$ cat src/design/tscf_pkg.sv
// Shared types and constants of the text stream filter.
// Used by tscf_front, tscf_queue users, tscf_back and text_stream_cat_filter.
// No dependencies.
package tscf_pkg;

    localparam int DEFAULT_NUMBER_DIGITS = 6;
    localparam int QUEUE_DEPTH           = 4;

    localparam int CFG_ADDR_W = 5;
    localparam int CFG_DATA_W = 32;

    // Register indexes, byte address divided by four.
    localparam logic [2:0] REG_NUMBER_NONBLANK  = 3'd0;
    localparam logic [2:0] REG_NUMBER_ALL       = 3'd1;
    localparam logic [2:0] REG_SQUEEZE_BLANK    = 3'd2;
    localparam logic [2:0] REG_SHOW_ENDS        = 3'd3;
    localparam logic [2:0] REG_SHOW_TABS        = 3'd4;
    localparam logic [2:0] REG_SHOW_NONPRINTING = 3'd5;

    localparam logic [7:0] CHAR_TAB    = 8'h09;
    localparam logic [7:0] CHAR_NL     = 8'h0A;
    localparam logic [7:0] CHAR_SPACE  = 8'h20;
    localparam logic [7:0] CHAR_DOLLAR = 8'h24;
    localparam logic [7:0] CHAR_MINUS  = 8'h2D;
    localparam logic [7:0] CHAR_ZERO   = 8'h30;
    localparam logic [7:0] CHAR_QUEST  = 8'h3F;
    localparam logic [7:0] CHAR_UPPER_I = 8'h49;
    localparam logic [7:0] CHAR_UPPER_M = 8'h4D;
    localparam logic [7:0] CHAR_CARET  = 8'h5E;
    localparam logic [7:0] CHAR_DEL    = 8'h7F;
    localparam logic [7:0] CTRL_LIMIT  = 8'h20;
    localparam logic [7:0] HIGH_LOW    = 8'h80;
    localparam logic [7:0] HIGH_LIMIT  = 8'hA0;
    localparam logic [7:0] CARET_OFFSET = 8'h40;

    typedef struct packed {
        logic number_nonblank;
        logic number_all;
        logic squeeze_blank;
        logic show_ends;
        logic show_tabs;
        logic show_nonprinting;
    } cfg_t;

    // One queued job: an optional prefix (digits or padding, then a tab)
    // followed by one to four body bytes, body[0] first.
    typedef struct packed {
        logic            has_prefix;
        logic [1:0]      body_last;
        logic [3:0][7:0] body;
    } body_t;

endpackage

$ cat src/design/tscf_queue.sv
// Small first-in first-out queue between the front and back ends.
// Register-based storage; DEPTH must be a power of two.
// No package dependencies.
module tscf_queue #(
    parameter int WIDTH = 8,
    parameter int DEPTH = 4
) (
    input  logic             clk,
    input  logic             rst_n,
    input  logic             push,
    input  logic [WIDTH-1:0] push_data,
    output logic             full,
    input  logic             pop,
    output logic [WIDTH-1:0] pop_data,
    output logic             empty
);

    localparam int PTR_W = (DEPTH > 1) ? $clog2(DEPTH) : 1;
    localparam int CNT_W = $clog2(DEPTH + 1);

    logic [WIDTH-1:0] mem_reg [DEPTH];
    logic [PTR_W-1:0] wr_ptr_reg, wr_ptr_next;
    logic [PTR_W-1:0] rd_ptr_reg, rd_ptr_next;
    logic [CNT_W-1:0] count_reg, count_next;
    logic             do_push, do_pop;

    assign full     = (count_reg == CNT_W'(DEPTH));
    assign empty    = (count_reg == '0);
    assign pop_data = mem_reg[rd_ptr_reg];
    assign do_push  = push && !full;
    assign do_pop   = pop && !empty;

    always_comb
    begin
        wr_ptr_next = do_push ? PTR_W'(wr_ptr_reg + 1'b1) : wr_ptr_reg;
        rd_ptr_next = do_pop  ? PTR_W'(rd_ptr_reg + 1'b1) : rd_ptr_reg;
        count_next  = count_reg;
        if (do_push && !do_pop)
        begin
            count_next = CNT_W'(count_reg + 1'b1);
        end
        else if (do_pop && !do_push)
        begin
            count_next = CNT_W'(count_reg - 1'b1);
        end
    end

    always_ff @(posedge clk or negedge rst_n)
    begin
        if (!rst_n)
        begin
            wr_ptr_reg <= '0;
            rd_ptr_reg <= '0;
            count_reg  <= '0;
        end
        else
        begin
            wr_ptr_reg <= wr_ptr_next;
            rd_ptr_reg <= rd_ptr_next;
            count_reg  <= count_next;
        end
    end

    always_ff @(posedge clk)
    begin
        if (do_push)
        begin
            mem_reg[wr_ptr_reg] <= push_data;
        end
    end

endmodule

$ cat src/design/tscf_front.sv
// Front end: accepts input words, keeps the line state and the BCD line
// counter, and turns each kept byte into one queued job.
// Depends on tscf_pkg.
module tscf_front #(
    parameter int NUMBER_DIGITS = tscf_pkg::DEFAULT_NUMBER_DIGITS
) (
    input  logic                           clk,
    input  logic                           rst_n,
    input  tscf_pkg::cfg_t                 cfg,
    input  logic                           s_tvalid,
    output logic                           s_tready,
    input  logic [7:0]                     s_tdata,   // data_byte
    input  logic                           s_tuser,   // start_of_file
    input  logic                           q_full,
    output logic                           q_push,
    output tscf_pkg::body_t                q_body,
    output logic [NUMBER_DIGITS-1:0][7:0]  q_prefix
);

    localparam int CNT_W = 4 * NUMBER_DIGITS;
    localparam logic [CNT_W-1:0] COUNT_ONE = CNT_W'(1);

    logic [7:0]                    prev_reg, prev_next;
    logic                          blank_reg, blank_next;
    logic [NUMBER_DIGITS-1:0][3:0] count_reg, count_next;

    logic [7:0]                    ch;
    logic [7:0]                    eff_prev;
    logic                          eff_blank;
    logic [NUMBER_DIGITS-1:0][3:0] eff_count;
    logic [NUMBER_DIGITS-1:0][3:0] inc_count;
    logic [3:0]                    digit;
    logic                          seen, carry;
    logic                          is_nl, prev_nl, drop, accept;
    logic                          do_number, do_pad;
    logic [NUMBER_DIGITS-1:0][7:0] number_chars;

    assign s_tready = !q_full;
    assign accept   = s_tvalid && !q_full;

    always_comb
    begin
        ch        = s_tdata;
        eff_prev  = s_tuser ? tscf_pkg::CHAR_NL : prev_reg;
        eff_blank = s_tuser ? 1'b0 : blank_reg;
        eff_count = s_tuser ? COUNT_ONE : count_reg;

        is_nl   = (ch == tscf_pkg::CHAR_NL);
        prev_nl = (eff_prev == tscf_pkg::CHAR_NL);
        drop    = cfg.squeeze_blank && is_nl && prev_nl && eff_blank;

        do_number = prev_nl && ((cfg.number_all && !cfg.number_nonblank)
                                || (cfg.number_nonblank && !is_nl));
        do_pad    = cfg.number_nonblank && cfg.show_ends && prev_nl && is_nl;

        // Digits from the most significant down; leading zeros become spaces.
        seen = 1'b0;
        for (int i = NUMBER_DIGITS - 1; i >= 0; i--)
        begin
            digit = (eff_count[i] > 4'd9) ? 4'd9 : eff_count[i];
            seen  = seen || (digit != 4'd0) || (i == 0);
            number_chars[NUMBER_DIGITS-1-i] = seen ? (tscf_pkg::CHAR_ZERO | {4'd0, digit})
                                                   : tscf_pkg::CHAR_SPACE;
        end

        // BCD increment that holds once every digit is nine.
        carry = 1'b1;
        for (int i = 0; i < NUMBER_DIGITS; i++)
        begin
            if (carry)
            begin
                inc_count[i] = (eff_count[i] == 4'd9) ? 4'd0 : 4'(eff_count[i] + 4'd1);
            end
            else
            begin
                inc_count[i] = eff_count[i];
            end
            carry = carry && (eff_count[i] == 4'd9);
        end

        for (int i = 0; i < NUMBER_DIGITS; i++)
        begin
            q_prefix[i] = do_number ? number_chars[i] : tscf_pkg::CHAR_SPACE;
        end

        q_body.has_prefix = do_number || do_pad;
        q_body.body       = '0;
        q_body.body_last  = 2'd0;
        if (is_nl)
        begin
            if (cfg.show_ends)
            begin
                q_body.body[0]   = tscf_pkg::CHAR_DOLLAR;
                q_body.body[1]   = tscf_pkg::CHAR_NL;
                q_body.body_last = 2'd1;
            end
            else
            begin
                q_body.body[0] = tscf_pkg::CHAR_NL;
            end
        end
        else if (ch == tscf_pkg::CHAR_TAB && cfg.show_tabs)
        begin
            q_body.body[0]   = tscf_pkg::CHAR_CARET;
            q_body.body[1]   = tscf_pkg::CHAR_UPPER_I;
            q_body.body_last = 2'd1;
        end
        else if (cfg.show_nonprinting
                 && ((ch < tscf_pkg::CTRL_LIMIT && ch != tscf_pkg::CHAR_TAB)
                     || ch == tscf_pkg::CHAR_DEL))
        begin
            q_body.body[0]   = tscf_pkg::CHAR_CARET;
            q_body.body[1]   = (ch == tscf_pkg::CHAR_DEL) ? tscf_pkg::CHAR_QUEST
                                                          : 8'(ch + tscf_pkg::CARET_OFFSET);
            q_body.body_last = 2'd1;
        end
        else if (cfg.show_nonprinting && ch >= tscf_pkg::HIGH_LOW && ch < tscf_pkg::HIGH_LIMIT)
        begin
            q_body.body[0]   = tscf_pkg::CHAR_UPPER_M;
            q_body.body[1]   = tscf_pkg::CHAR_MINUS;
            q_body.body[2]   = tscf_pkg::CHAR_CARET;
            q_body.body[3]   = 8'(ch - tscf_pkg::CARET_OFFSET);
            q_body.body_last = 2'd3;
        end
        else
        begin
            q_body.body[0] = ch;
        end

        q_push = accept && !drop;

        prev_next  = prev_reg;
        blank_next = blank_reg;
        count_next = count_reg;
        if (accept)
        begin
            prev_next  = ch;
            blank_next = drop ? eff_blank : (cfg.squeeze_blank && is_nl && prev_nl);
            count_next = (do_number && !drop && !carry) ? inc_count : eff_count;
        end
    end

    always_ff @(posedge clk or negedge rst_n)
    begin
        if (!rst_n)
        begin
            prev_reg  <= tscf_pkg::CHAR_NL;
            blank_reg <= 1'b0;
            count_reg <= COUNT_ONE;
        end
        else
        begin
            prev_reg  <= prev_next;
            blank_reg <= blank_next;
            count_reg <= count_next;
        end
    end

endmodule

$ cat src/design/tscf_back.sv
// Back end: walks the job at the head of the queue into a registered
// master-side stream, one output byte per cycle while m_tready allows it,
// and pops the job on its last byte. Depends on tscf_pkg.
module tscf_back #(
    parameter int NUMBER_DIGITS = tscf_pkg::DEFAULT_NUMBER_DIGITS
) (
    input  logic                          clk,
    input  logic                          rst_n,
    input  logic                          q_empty,
    input  tscf_pkg::body_t               q_body,
    input  logic [NUMBER_DIGITS-1:0][7:0] q_prefix,
    output logic                          q_pop,
    output logic                          m_tvalid,
    input  logic                          m_tready,
    output logic [7:0]                    m_tdata,  // out_byte
    output logic                          m_tlast
);

    localparam int SEQ_LEN = NUMBER_DIGITS + 5;
    localparam int POS_W   = $clog2(SEQ_LEN);
    localparam logic [POS_W-1:0] BODY_POS = POS_W'(NUMBER_DIGITS + 1);

    logic [7:0]       seq [SEQ_LEN];
    logic [POS_W-1:0] pos_reg, pos_next;
    logic             started_reg, started_next;
    logic             valid_reg, valid_next;
    logic [7:0]       data_reg, data_next;
    logic             last_reg, last_next;
    logic [POS_W-1:0] pos;
    logic             step, final_byte;

    always_comb
    begin
        for (int k = 0; k < NUMBER_DIGITS; k++)
        begin
            seq[k] = q_prefix[k];
        end
        seq[NUMBER_DIGITS] = tscf_pkg::CHAR_TAB;
        for (int k = 0; k < 4; k++)
        begin
            seq[NUMBER_DIGITS+1+k] = q_body.body[k];
        end

        if (started_reg)
        begin
            pos = pos_reg;
        end
        else
        begin
            pos = q_body.has_prefix ? '0 : BODY_POS;
        end
        final_byte = (pos == POS_W'(BODY_POS + POS_W'(q_body.body_last)));

        step  = !q_empty && (!valid_reg || m_tready);
        q_pop = step && final_byte;

        valid_next   = valid_reg;
        data_next    = data_reg;
        last_next    = last_reg;
        pos_next     = pos_reg;
        started_next = started_reg;
        if (step)
        begin
            valid_next   = 1'b1;
            data_next    = seq[pos];
            last_next    = final_byte;
            started_next = !final_byte;
            pos_next     = POS_W'(pos + 1'b1);
        end
        else if (m_tready)
        begin
            valid_next = 1'b0;
        end
    end

    always_ff @(posedge clk or negedge rst_n)
    begin
        if (!rst_n)
        begin
            valid_reg   <= 1'b0;
            started_reg <= 1'b0;
            pos_reg     <= '0;
        end
        else
        begin
            valid_reg   <= valid_next;
            started_reg <= started_next;
            pos_reg     <= pos_next;
        end
    end

    always_ff @(posedge clk)
    begin
        data_reg <= data_next;
        last_reg <= last_next;
    end

    assign m_tvalid = valid_reg;
    assign m_tdata  = data_reg;
    assign m_tlast  = last_reg;

endmodule

$ cat src/design/text_stream_cat_filter.sv
// Top level of the text stream filter: configuration registers, front end,
// job queue and back end. Depends on tscf_pkg, tscf_front, tscf_queue, tscf_back.
//
// Line filter in the manner of cat with numbering, squeezing and caret
// escapes. One text byte enters per word on the slave side, with tuser
// marking the start of a file; the master side sends one output byte per
// word, with tlast on the final byte caused by an input byte. The back end
// sends one byte per cycle while the master side is ready; an input byte
// gives one output byte for most text, two for caret forms, four for high
// control bytes, and NUMBER_DIGITS+1 more for a line number or blank padding
// in front. A dropped empty line gives no output. The front end accepts a
// byte every cycle while the four-entry job queue has room; a job is held in
// the queue, then in the output register. The user must write configuration
// over the APB port only while the stream is idle; it is not enforced.
module text_stream_cat_filter #(
    parameter int NUMBER_DIGITS = tscf_pkg::DEFAULT_NUMBER_DIGITS
) (
    input  logic                            clk,
    input  logic                            rst_n,
    input  logic                            psel,
    input  logic                            penable,
    input  logic                            pwrite,
    input  logic [tscf_pkg::CFG_ADDR_W-1:0] paddr,
    input  logic [tscf_pkg::CFG_DATA_W-1:0] pwdata,
    output logic [tscf_pkg::CFG_DATA_W-1:0] prdata,
    output logic                            pready,
    input  logic                            s_tvalid,
    output logic                            s_tready,
    input  logic [7:0]                      s_tdata,  // data_byte
    input  logic                            s_tuser,  // start_of_file
    output logic                            m_tvalid,
    input  logic                            m_tready,
    output logic [7:0]                      m_tdata,  // out_byte
    output logic                            m_tlast   // last
);

    localparam int Q_WIDTH = $bits(tscf_pkg::body_t) + 8 * NUMBER_DIGITS;

    tscf_pkg::cfg_t cfg_reg, cfg_next;
    logic           cfg_write;
    logic [2:0]     reg_index;
    logic           read_bit;

    logic                          q_push, q_full, q_pop, q_empty;
    tscf_pkg::body_t               front_body, head_body;
    logic [NUMBER_DIGITS-1:0][7:0] front_prefix, head_prefix;
    logic [Q_WIDTH-1:0]            q_in, q_out;

    assign pready    = 1'b1;
    assign reg_index = paddr[4:2];
    assign cfg_write = psel && penable && pwrite;

    always_comb
    begin
        cfg_next = cfg_reg;
        read_bit = 1'b0;
        case (reg_index)
            tscf_pkg::REG_NUMBER_NONBLANK:
            begin
                read_bit = cfg_reg.number_nonblank;
                if (cfg_write)
                begin
                    cfg_next.number_nonblank = pwdata[0];
                end
            end
            tscf_pkg::REG_NUMBER_ALL:
            begin
                read_bit = cfg_reg.number_all;
                if (cfg_write)
                begin
                    cfg_next.number_all = pwdata[0];
                end
            end
            tscf_pkg::REG_SQUEEZE_BLANK:
            begin
                read_bit = cfg_reg.squeeze_blank;
                if (cfg_write)
                begin
                    cfg_next.squeeze_blank = pwdata[0];
                end
            end
            tscf_pkg::REG_SHOW_ENDS:
            begin
                read_bit = cfg_reg.show_ends;
                if (cfg_write)
                begin
                    cfg_next.show_ends = pwdata[0];
                end
            end
            tscf_pkg::REG_SHOW_TABS:
            begin
                read_bit = cfg_reg.show_tabs;
                if (cfg_write)
                begin
                    cfg_next.show_tabs = pwdata[0];
                end
            end
            tscf_pkg::REG_SHOW_NONPRINTING:
            begin
                read_bit = cfg_reg.show_nonprinting;
                if (cfg_write)
                begin
                    cfg_next.show_nonprinting = pwdata[0];
                end
            end
            default:
            begin
                read_bit = 1'b0;
            end
        endcase
    end

    assign prdata = {{(tscf_pkg::CFG_DATA_W-1){1'b0}}, read_bit};

    always_ff @(posedge clk or negedge rst_n)
    begin
        if (!rst_n)
        begin
            cfg_reg <= '0;
        end
        else
        begin
            cfg_reg <= cfg_next;
        end
    end

    tscf_front #(
        .NUMBER_DIGITS (NUMBER_DIGITS)
    ) u_front (
        .clk      (clk),
        .rst_n    (rst_n),
        .cfg      (cfg_reg),
        .s_tvalid (s_tvalid),
        .s_tready (s_tready),
        .s_tdata  (s_tdata),
        .s_tuser  (s_tuser),
        .q_full   (q_full),
        .q_push   (q_push),
        .q_body   (front_body),
        .q_prefix (front_prefix)
    );

    assign q_in = {front_prefix, front_body};

    tscf_queue #(
        .WIDTH (Q_WIDTH),
        .DEPTH (tscf_pkg::QUEUE_DEPTH)
    ) u_queue (
        .clk       (clk),
        .rst_n     (rst_n),
        .push      (q_push),
        .push_data (q_in),
        .full      (q_full),
        .pop       (q_pop),
        .pop_data  (q_out),
        .empty     (q_empty)
    );

    assign {head_prefix, head_body} = q_out;

    tscf_back #(
        .NUMBER_DIGITS (NUMBER_DIGITS)
    ) u_back (
        .clk      (clk),
        .rst_n    (rst_n),
        .q_empty  (q_empty),
        .q_body   (head_body),
        .q_prefix (head_prefix),
        .q_pop    (q_pop),
        .m_tvalid (m_tvalid),
        .m_tready (m_tready),
        .m_tdata  (m_tdata),
        .m_tlast  (m_tlast)
    );

endmodule
$ cat config.mk
export PLATFORM = sky130hd
export DESIGN_NAME = text_stream_cat_filter
export DESIGN_NICKNAME = d
export VERILOG_FILES = /design/src/design/tscf_pkg.sv /design/src/design/tscf_queue.sv /design/src/design/tscf_front.sv /design/src/design/tscf_back.sv /design/src/design/text_stream_cat_filter.sv
export SDC_FILE = /design/constraint.sdc
export NUM_CORES = 1
export LEC_CHECK = 0
export BUFFER_PORTS_ARGS = -buffer_cell sky130_fd_sc_hd__buf_2
export CAP_MARGIN = 30
export CORE_MARGIN = 1.5
export CORE_UTILIZATION = 49
export CTS_CLUSTER_SIZE = 14
export DETAILED_ROUTE_END_ITERATION = 6
export GPL_ROUTABILITY_DRIVEN = 1
export PLACE_DENSITY = 0.66
export SYNTH_ARGS = -nofsm -noshare
export SYNTH_HDL_FRONTEND = slang
export SYNTH_HIERARCHICAL = 1
export SYNTH_SLANG_ARGS = --single-unit
$ cat constraint.sdc
create_clock -name clk -period 7.3 [get_ports clk]
set_input_delay 1.46 -clock clk [delete_from_list [all_inputs] [get_ports clk]]
set_output_delay 1.46 -clock clk [all_outputs]
set_load 0.01 [all_outputs]
# ---- Yosys cells after proc, flatten, opt, wreduce, memory -nomap -nowiden
# Memory sizes are Yosys's and may differ from the RTL's.
# Cells that the tools add are included.
dict set report totals {
  wordCells 190
  memories 1
  output_inout_bits 44
  ram_bits 320
  in_bits 53
  register_bits 61
}
# name depth width read_ports rd_clocked_by_memory_dff wr line
set memory_table {}
lappend memory_table {u_queue.mem_reg 4 80 1 0 1 tscf_queue.sv:21} ;# logic [WIDTH-1:0] mem_reg [DEPTH];
dict set report classes {
  n_reduce_logical 64
  bitwise_logic 1
  n_lt_le_gt_ge 10
  eq_ne 18
  n_addsub 14
  muxes 60
}
# op n
set ops {}
lappend ops {{$mux W16} 6}
lappend ops {{$mux W8} 10}
lappend ops {{$mux W4} 19}
lappend ops {{$mux W24} 2}
lappend ops {{$bmux W8 S4} 1}
lappend ops {{$logic_and A1 B1 Y1} 31}
lappend ops {{$mux W5} 6}
lappend ops {{$add A4 B1 Y4 const B} 7}
lappend ops {{$mux W26} 1}
lappend ops {{$eq A4 B4 Y1 const B} 6}
lappend ops {{$eq A8 B4 Y1 const B} 3}
lappend ops {{$gt A4 B4 Y1 const B} 6}
lappend ops {{$reduce_bool A4 Y1} 5}
lappend ops {{$reduce_and A2 Y1} 6}
lappend ops {{$logic_not A1 Y1} 10}
lappend ops {{$eq A3 B3 Y1 const B} 3}
lappend ops {{$mux W3} 3}
lappend ops {{$add A8 B7 Y8 const B} 1}
lappend ops {{$eq A8 B7 Y1 const B} 1}
lappend ops {{$ge A8 B8 Y1 const B} 1}
lappend ops {{$logic_or A1 B1 Y1} 8}
lappend ops {{$lt A8 B6 Y1 const B} 1}
lappend ops {{$lt A8 B8 Y1 const B} 1}
lappend ops {{$ne A8 B4 Y1 const B} 1}
lappend ops {{other kinds (16)} 28}

# ---- Logic depth before layout (Yosys ltp)
dict set report logic_depth {
  word_depth 11
  mapped_depth 18
}

# ---- Cells and area by module
# Netlist, hierarchy kept.
# module cells_each n_inst area_each_um2 seq_area_each_um2
set modules_own_cells {}
lappend modules_own_cells {tscf_queue 470 1 12450.7 10144.7}
lappend modules_own_cells {tscf_front 397 1 2979.1 829.5}
lappend modules_own_cells {tscf_back 180 1 1512.7 420.4}
lappend modules_own_cells {text_stream_cat_filter 65 1 591.8 150.1}

# ---- Least setup slack after synthesis
# OpenSTA, ideal clock, no wires.
dict set report synth_path {
  path_kind {input -> register}
  startpoint {in s_tdata[6]}
  endpoint {mem u_queue/mem_reg[0][0] in the netlist's numbering (enable)}
  path_slack_ps 2441
  n_path_buf 1
  stages 8
  t_arrival_ps 4409
  setup_time_ps 451
  required_ps 6849
  cell_sequence {inv_1 ha_1 nor4b_4 nand3_1 o41a_1 nor2b_1 buf_2 and2_1}
}
dict set report synth_via {
  elab_chain_len 9
}
# element line
set synth_rtl {}
lappend synth_rtl {{from (decl)} text_stream_cat_filter.sv:29} ;# input logic [7:0] s_tdata,
lappend synth_rtl {{$eq A8 B4 Y1} tscf_front.sv:48} ;# is_nl = (ch == tscf_pkg::CHAR_NL);
lappend synth_rtl {{$logic_and A1 B1 Y1 (3 in a row)} tscf_front.sv:50} ;# drop = cfg.squeeze_blank && is_nl && prev_nl && eff_blank;
lappend synth_rtl {{$logic_not A1 Y1} tscf_front.sv:130} ;# q_push = accept && !drop;
lappend synth_rtl {{$logic_and A1 B1 Y1} tscf_front.sv:130}
lappend synth_rtl {{net q_push} text_stream_cat_filter.sv:44} ;# logic q_push, q_full, q_pop, q_empty;
lappend synth_rtl {{$logic_and A1 B1 Y1} tscf_queue.sv:30} ;# assign do_push = push && !full;
lappend synth_rtl {{net u_queue.do_push} tscf_queue.sv:25} ;# logic do_push, do_pop;
lappend synth_rtl {{$mux W1} tscf_queue.sv:66} ;# if (do_push)
lappend synth_rtl {{$mux W1 (not written as such)} tscf_queue.sv:68} ;# mem_reg[wr_ptr_reg] <= push_data;
lappend synth_rtl {{to (decl)} tscf_queue.sv:21}
# The timed path passes the listed nets, and every way through them passes these cells.

# ---- Worst setup path after layout
dict set report layout_path {
  startpoint {in s_tdata[6]}
  endpoint {mem u_queue/mem_reg[2][27] in the netlist's numbering (enable)}
}
dict set report layout_via {
  elab_chain_len 9
}
# element line
set layout_rtl {}
lappend layout_rtl {{$eq A8 B4 Y1} tscf_front.sv:48}
lappend layout_rtl {{$logic_and A1 B1 Y1 (3 in a row)} tscf_front.sv:50}
lappend layout_rtl {{$logic_not A1 Y1} tscf_front.sv:130}
lappend layout_rtl {{$logic_and A1 B1 Y1} tscf_front.sv:130}
lappend layout_rtl {{net q_push} text_stream_cat_filter.sv:44}
lappend layout_rtl {{$logic_and A1 B1 Y1} tscf_queue.sv:30}
lappend layout_rtl {{$mux W1} tscf_queue.sv:66}
lappend layout_rtl {{$mux W1 (not written as such)} tscf_queue.sv:68}
# The timed path passes the listed nets, and every way through them passes these cells.

==> impl_metrics.json <==
{
  "outcome": "finished clean",
  "path_delay_family": "simple AND/OR/NAND/NOR gates",
  "fin_tns_setup_ns": 0,
  "drtIter0Drc": 866,
  "detail_route.first_pass.iterations": 7,
  "syn_area_per_cell_um2": 15.8,
  "dp.cells": 1549,
  "dieWidth_um": 192,
  "post-route-min-period_ns": 4.31,
  "path_class": "input pin to flop",
  "synth.most_common_cell": "edfxtp_1",
  "row_count": 69,
  "seq_area_um2": 11600,
  "vias_per_cell": 5.86,
  "finClkSkew_ns": 0.0149,
  "gr-usage-met2_pct": 30.7,
  "grt.met1_usage_pct": 28.6,
  "ys_ff_latch": 393,
  "path_buf_inv": 3,
  "cts-resized-gates": 0,
  "cts_made_buffers": 40,
  "path_clk_slew_ns": 0.06,
  "crit_required_ns": 7.49,
  "relSlewSlack_pct": 43.6,
  "synth.distinct_cells": 86,
  "crit_fanout": 49,
  "vias": 9500,
  "yosysTopAreaCellShare_pct": 58.4,
  "hold_class": "flop to flop",
  "fin_cells": 1620,
  "wire_per_inst_um": 21.4,
  "drv_slew": 0,
  "dp_slack_ns": 2.44,
  "ir_worst_vdd_mv": 0.191,
  "cts_htree_levels": 2,
  "critPathMaxStageDelay_ns": 0.78,
  "fmax_ghz": 0.232,
  "rrSetupSlack_ns": 3.06,
  "fin_ws_ns": 2.99,
  "placed_area_um2": 17700,
  "drive_gt1_share_pct": 19.2,
  "max_cap_viol_count": 0,
  "yosys_warnings": 6,
  "synthTopCellsByCount": "edfxtp_1, mux4_2, nand2_1",
  "fillers": 2819,
  "p_total_mw": 7.40,
  "cts-root-buf": "clkbuf_16",
  "antenna_found_initial": 0,
  "slowest_stage": "and2_4",
  "rsz0062_at_grt": "no",
  "grt_pass1_wl_um": 54800,
  "finalHoldViolations": 0,
  "clkSinkCount": 393,
  "tightestPinTransition_ns": 0.840,
  "ctsHoldBuffers": 0,
  "fin_crit_sh_pct": 59.1,
  "gp_congestion": 0.822,
  "synth-async-reset-ratio_pct": 13.2,
  "initial_utilization_pct": 49.5,
  "postCtsSetupBuffers": 0,
  "setup_viol": 0,
  "io_pins": 97,
  "grt.overflow.total": 0,
  "dieArea_um2": 36900,
  "synth_ff_type": "edfxtp_1",
  "synthToLayoutAreaGrowth_pct": 7.97,
  "crit_path_cell_trace": "buf_2, inv_1, ha_1, nor4b_4, nand3_1, o41a_1, nor2b_1, and2_4, buf_4",
  "power_density_nw_per_um2": 391,
  "grt_max_degree": 53,
  "cts_tree": "yes",
  "leakage_nw": 6.54,
  "synth_area_leaders": "edfxtp_1, mux4_2, dfrtp_1, buf_4, nand2_1",
  "antenna_left": 0,
  "place_hpwl_um": 22200,
  "grt.met3_usage_pct": 3.67,
  "grt.total_usage_pct": 19.7,
  "drc": 0,
  "largest_register_ffs": 332,
  "grt_pass1_vias": 9277,
  "grt-busiest-layer": "met2",
  "seq_area_frac_synth_pct": 65.8,
  "final_nets": 1194,
  "antenna_cells": 0,
  "clock_path_buffers": 3,
  "wl_um": 34700,
  "clock_latency_ns": 0.52,
  "synth_edf_count": 341,
  "stdcell_area_um2": 18900,
  "worstPathArrival_ns": 4.50,
  "synth.largest_area_cell": "edfxtp_1",
  "portBuffers": 31,
  "cp-end-kind": "flop",
  "start_kind": "input pin",
  "netlist_area_um2": 17500,
  "coreArea_um2": 35400,
  "multi_input_area_um2": 5180,
  "synth_cells": 1112,
  "die_h_um": 192
}
[where the power goes]
group	internal, mW	total [mW]	switching, mW	leakage [nW]
Sequential	3.02	3.30	0.286	3.82
Clock	1.08	1.88	0.797	0.588
Combinational	0.935	2.22	1.28	2.13
Total	5.03	7.40	2.36	6.54
[layout by cell type (no fill, tap or decap), types with 10 or more instances in the layout]
| cell type | netlist | final |
|---|---|---|
| edfxtp_1 | 341 | 341 |
| mux4_2 | 88 | 88 |
| nand2_1 | 81 | 81 |
| conb_1 | 4 | 53 |
| nor2_1 | 51 | 51 |
| dfrtp_1 | 49 | 47 |
| clkbuf_16 | 0 | 41 |
| o21ai_0 | 38 | 38 |
| a21oi_1 | 37 | 37 |
| inv_1 | 36 | 36 |
| buf_2 | 19 | 31 |
| mux2i_1 | 19 | 19 |
| buf_4 | 63 | 16 |
| nor3_1 | 15 | 15 |
| nand3_1 | 14 | 14 |
| o211ai_1 | 12 | 12 |
| nand2b_1 | 11 | 11 |
| o221ai_1 | 10 | 10 |
| nor2b_1 | 10 | 10 |
| ha_1 | 10 | 10 |
[metal layers]
metal	vias up	part of all wire, %
li1	4273	-
met1	4839	44
met3	43	6.8
met2	345	47
met4	0	1.8
met5	-	0
[stage by stage]
step / util (%) / hold WS [ns]
floorplan: - / 0.436
global placement: 50.1 / 0.453
detailed placement: 50.1 / 0.455
CTS: 53.5 / 0.465
global route: 53.5 / 0.490
finish: 53.5 / 0.460
[worst reg2reg max path, delay by kind of cell (launching register included)]
kind / cells / cell delay [ns]
XOR/XNOR: 1 / 0.13
AND/OR/NAND/NOR: 5 / 1.42
flip-flops: 1 / 0.81
adder cells (fa/ha/maj): 2 / 0.62
buffers and inverters: 1 / 0.07
multiplexers: 2 / 1.09
[logic make-up (layout without fill, tap and decap cells)]
kind of cell / after synthesis / count (layout) / synth area share, %
xor gates and xnor gates: 8 / 8 / 0.400
other: 4 / 53 / 0.0856
adders and majority gates: 11 / 11 / 0.828
muxes: 117 / 117 / 13.0
and+or+nand+nor: 258 / 258 / 7.90
AOI/OAI and AO/OA: 164 / 164 / 6.21
DFF: 393 / 393 / 65.8
buffers and inverters: 157 / 155 / 5.71
[cell type report]
| cell class | instances | share of cell area (%) |
|---|---|---|
| multi-input cells | 611 | 27.4 |
| clock inverters | 21 | 0.668 |
| clock buffers | 50 | 5.70 |
| inverters | 37 | 0.734 |
| well taps | 461 | 3.05 |
| flip-flops and latches | 393 | 61.0 |
| repair buffers | 47 | 1.45 |
[path summary, 6_finish.rpt]
check | from | depth (start not counted) | endpoint
worst max-delay path | s_tdata[6] | 9 | u_queue/mem_reg[2][27]$_DFFE_PP_
worst min-delay path | u_front/prev_reg[1]$_DFFE_PN1P_ | 2 | u_front/prev_reg[1]$_DFFE_PN1P_
worst max register to register | u_queue/rd_ptr_reg[0]$_DFFE_PN0P_ | 11 | u_queue/count_reg[1]$_DFFE_PN0P_
worst min register to register | u_front/prev_reg[1]$_DFFE_PN1P_ | 2 | u_front/prev_reg[1]$_DFFE_PN1P_
max in group asynchronous | rst_n | 2 | u_queue/rd_ptr_reg[1]$_DFFE_PN0P_
min in group asynchronous | rst_n | 2 | u_front/count_reg[13]$_DFFE_PN0P_
No activity file was read; power rests on OpenSTA's default activity.
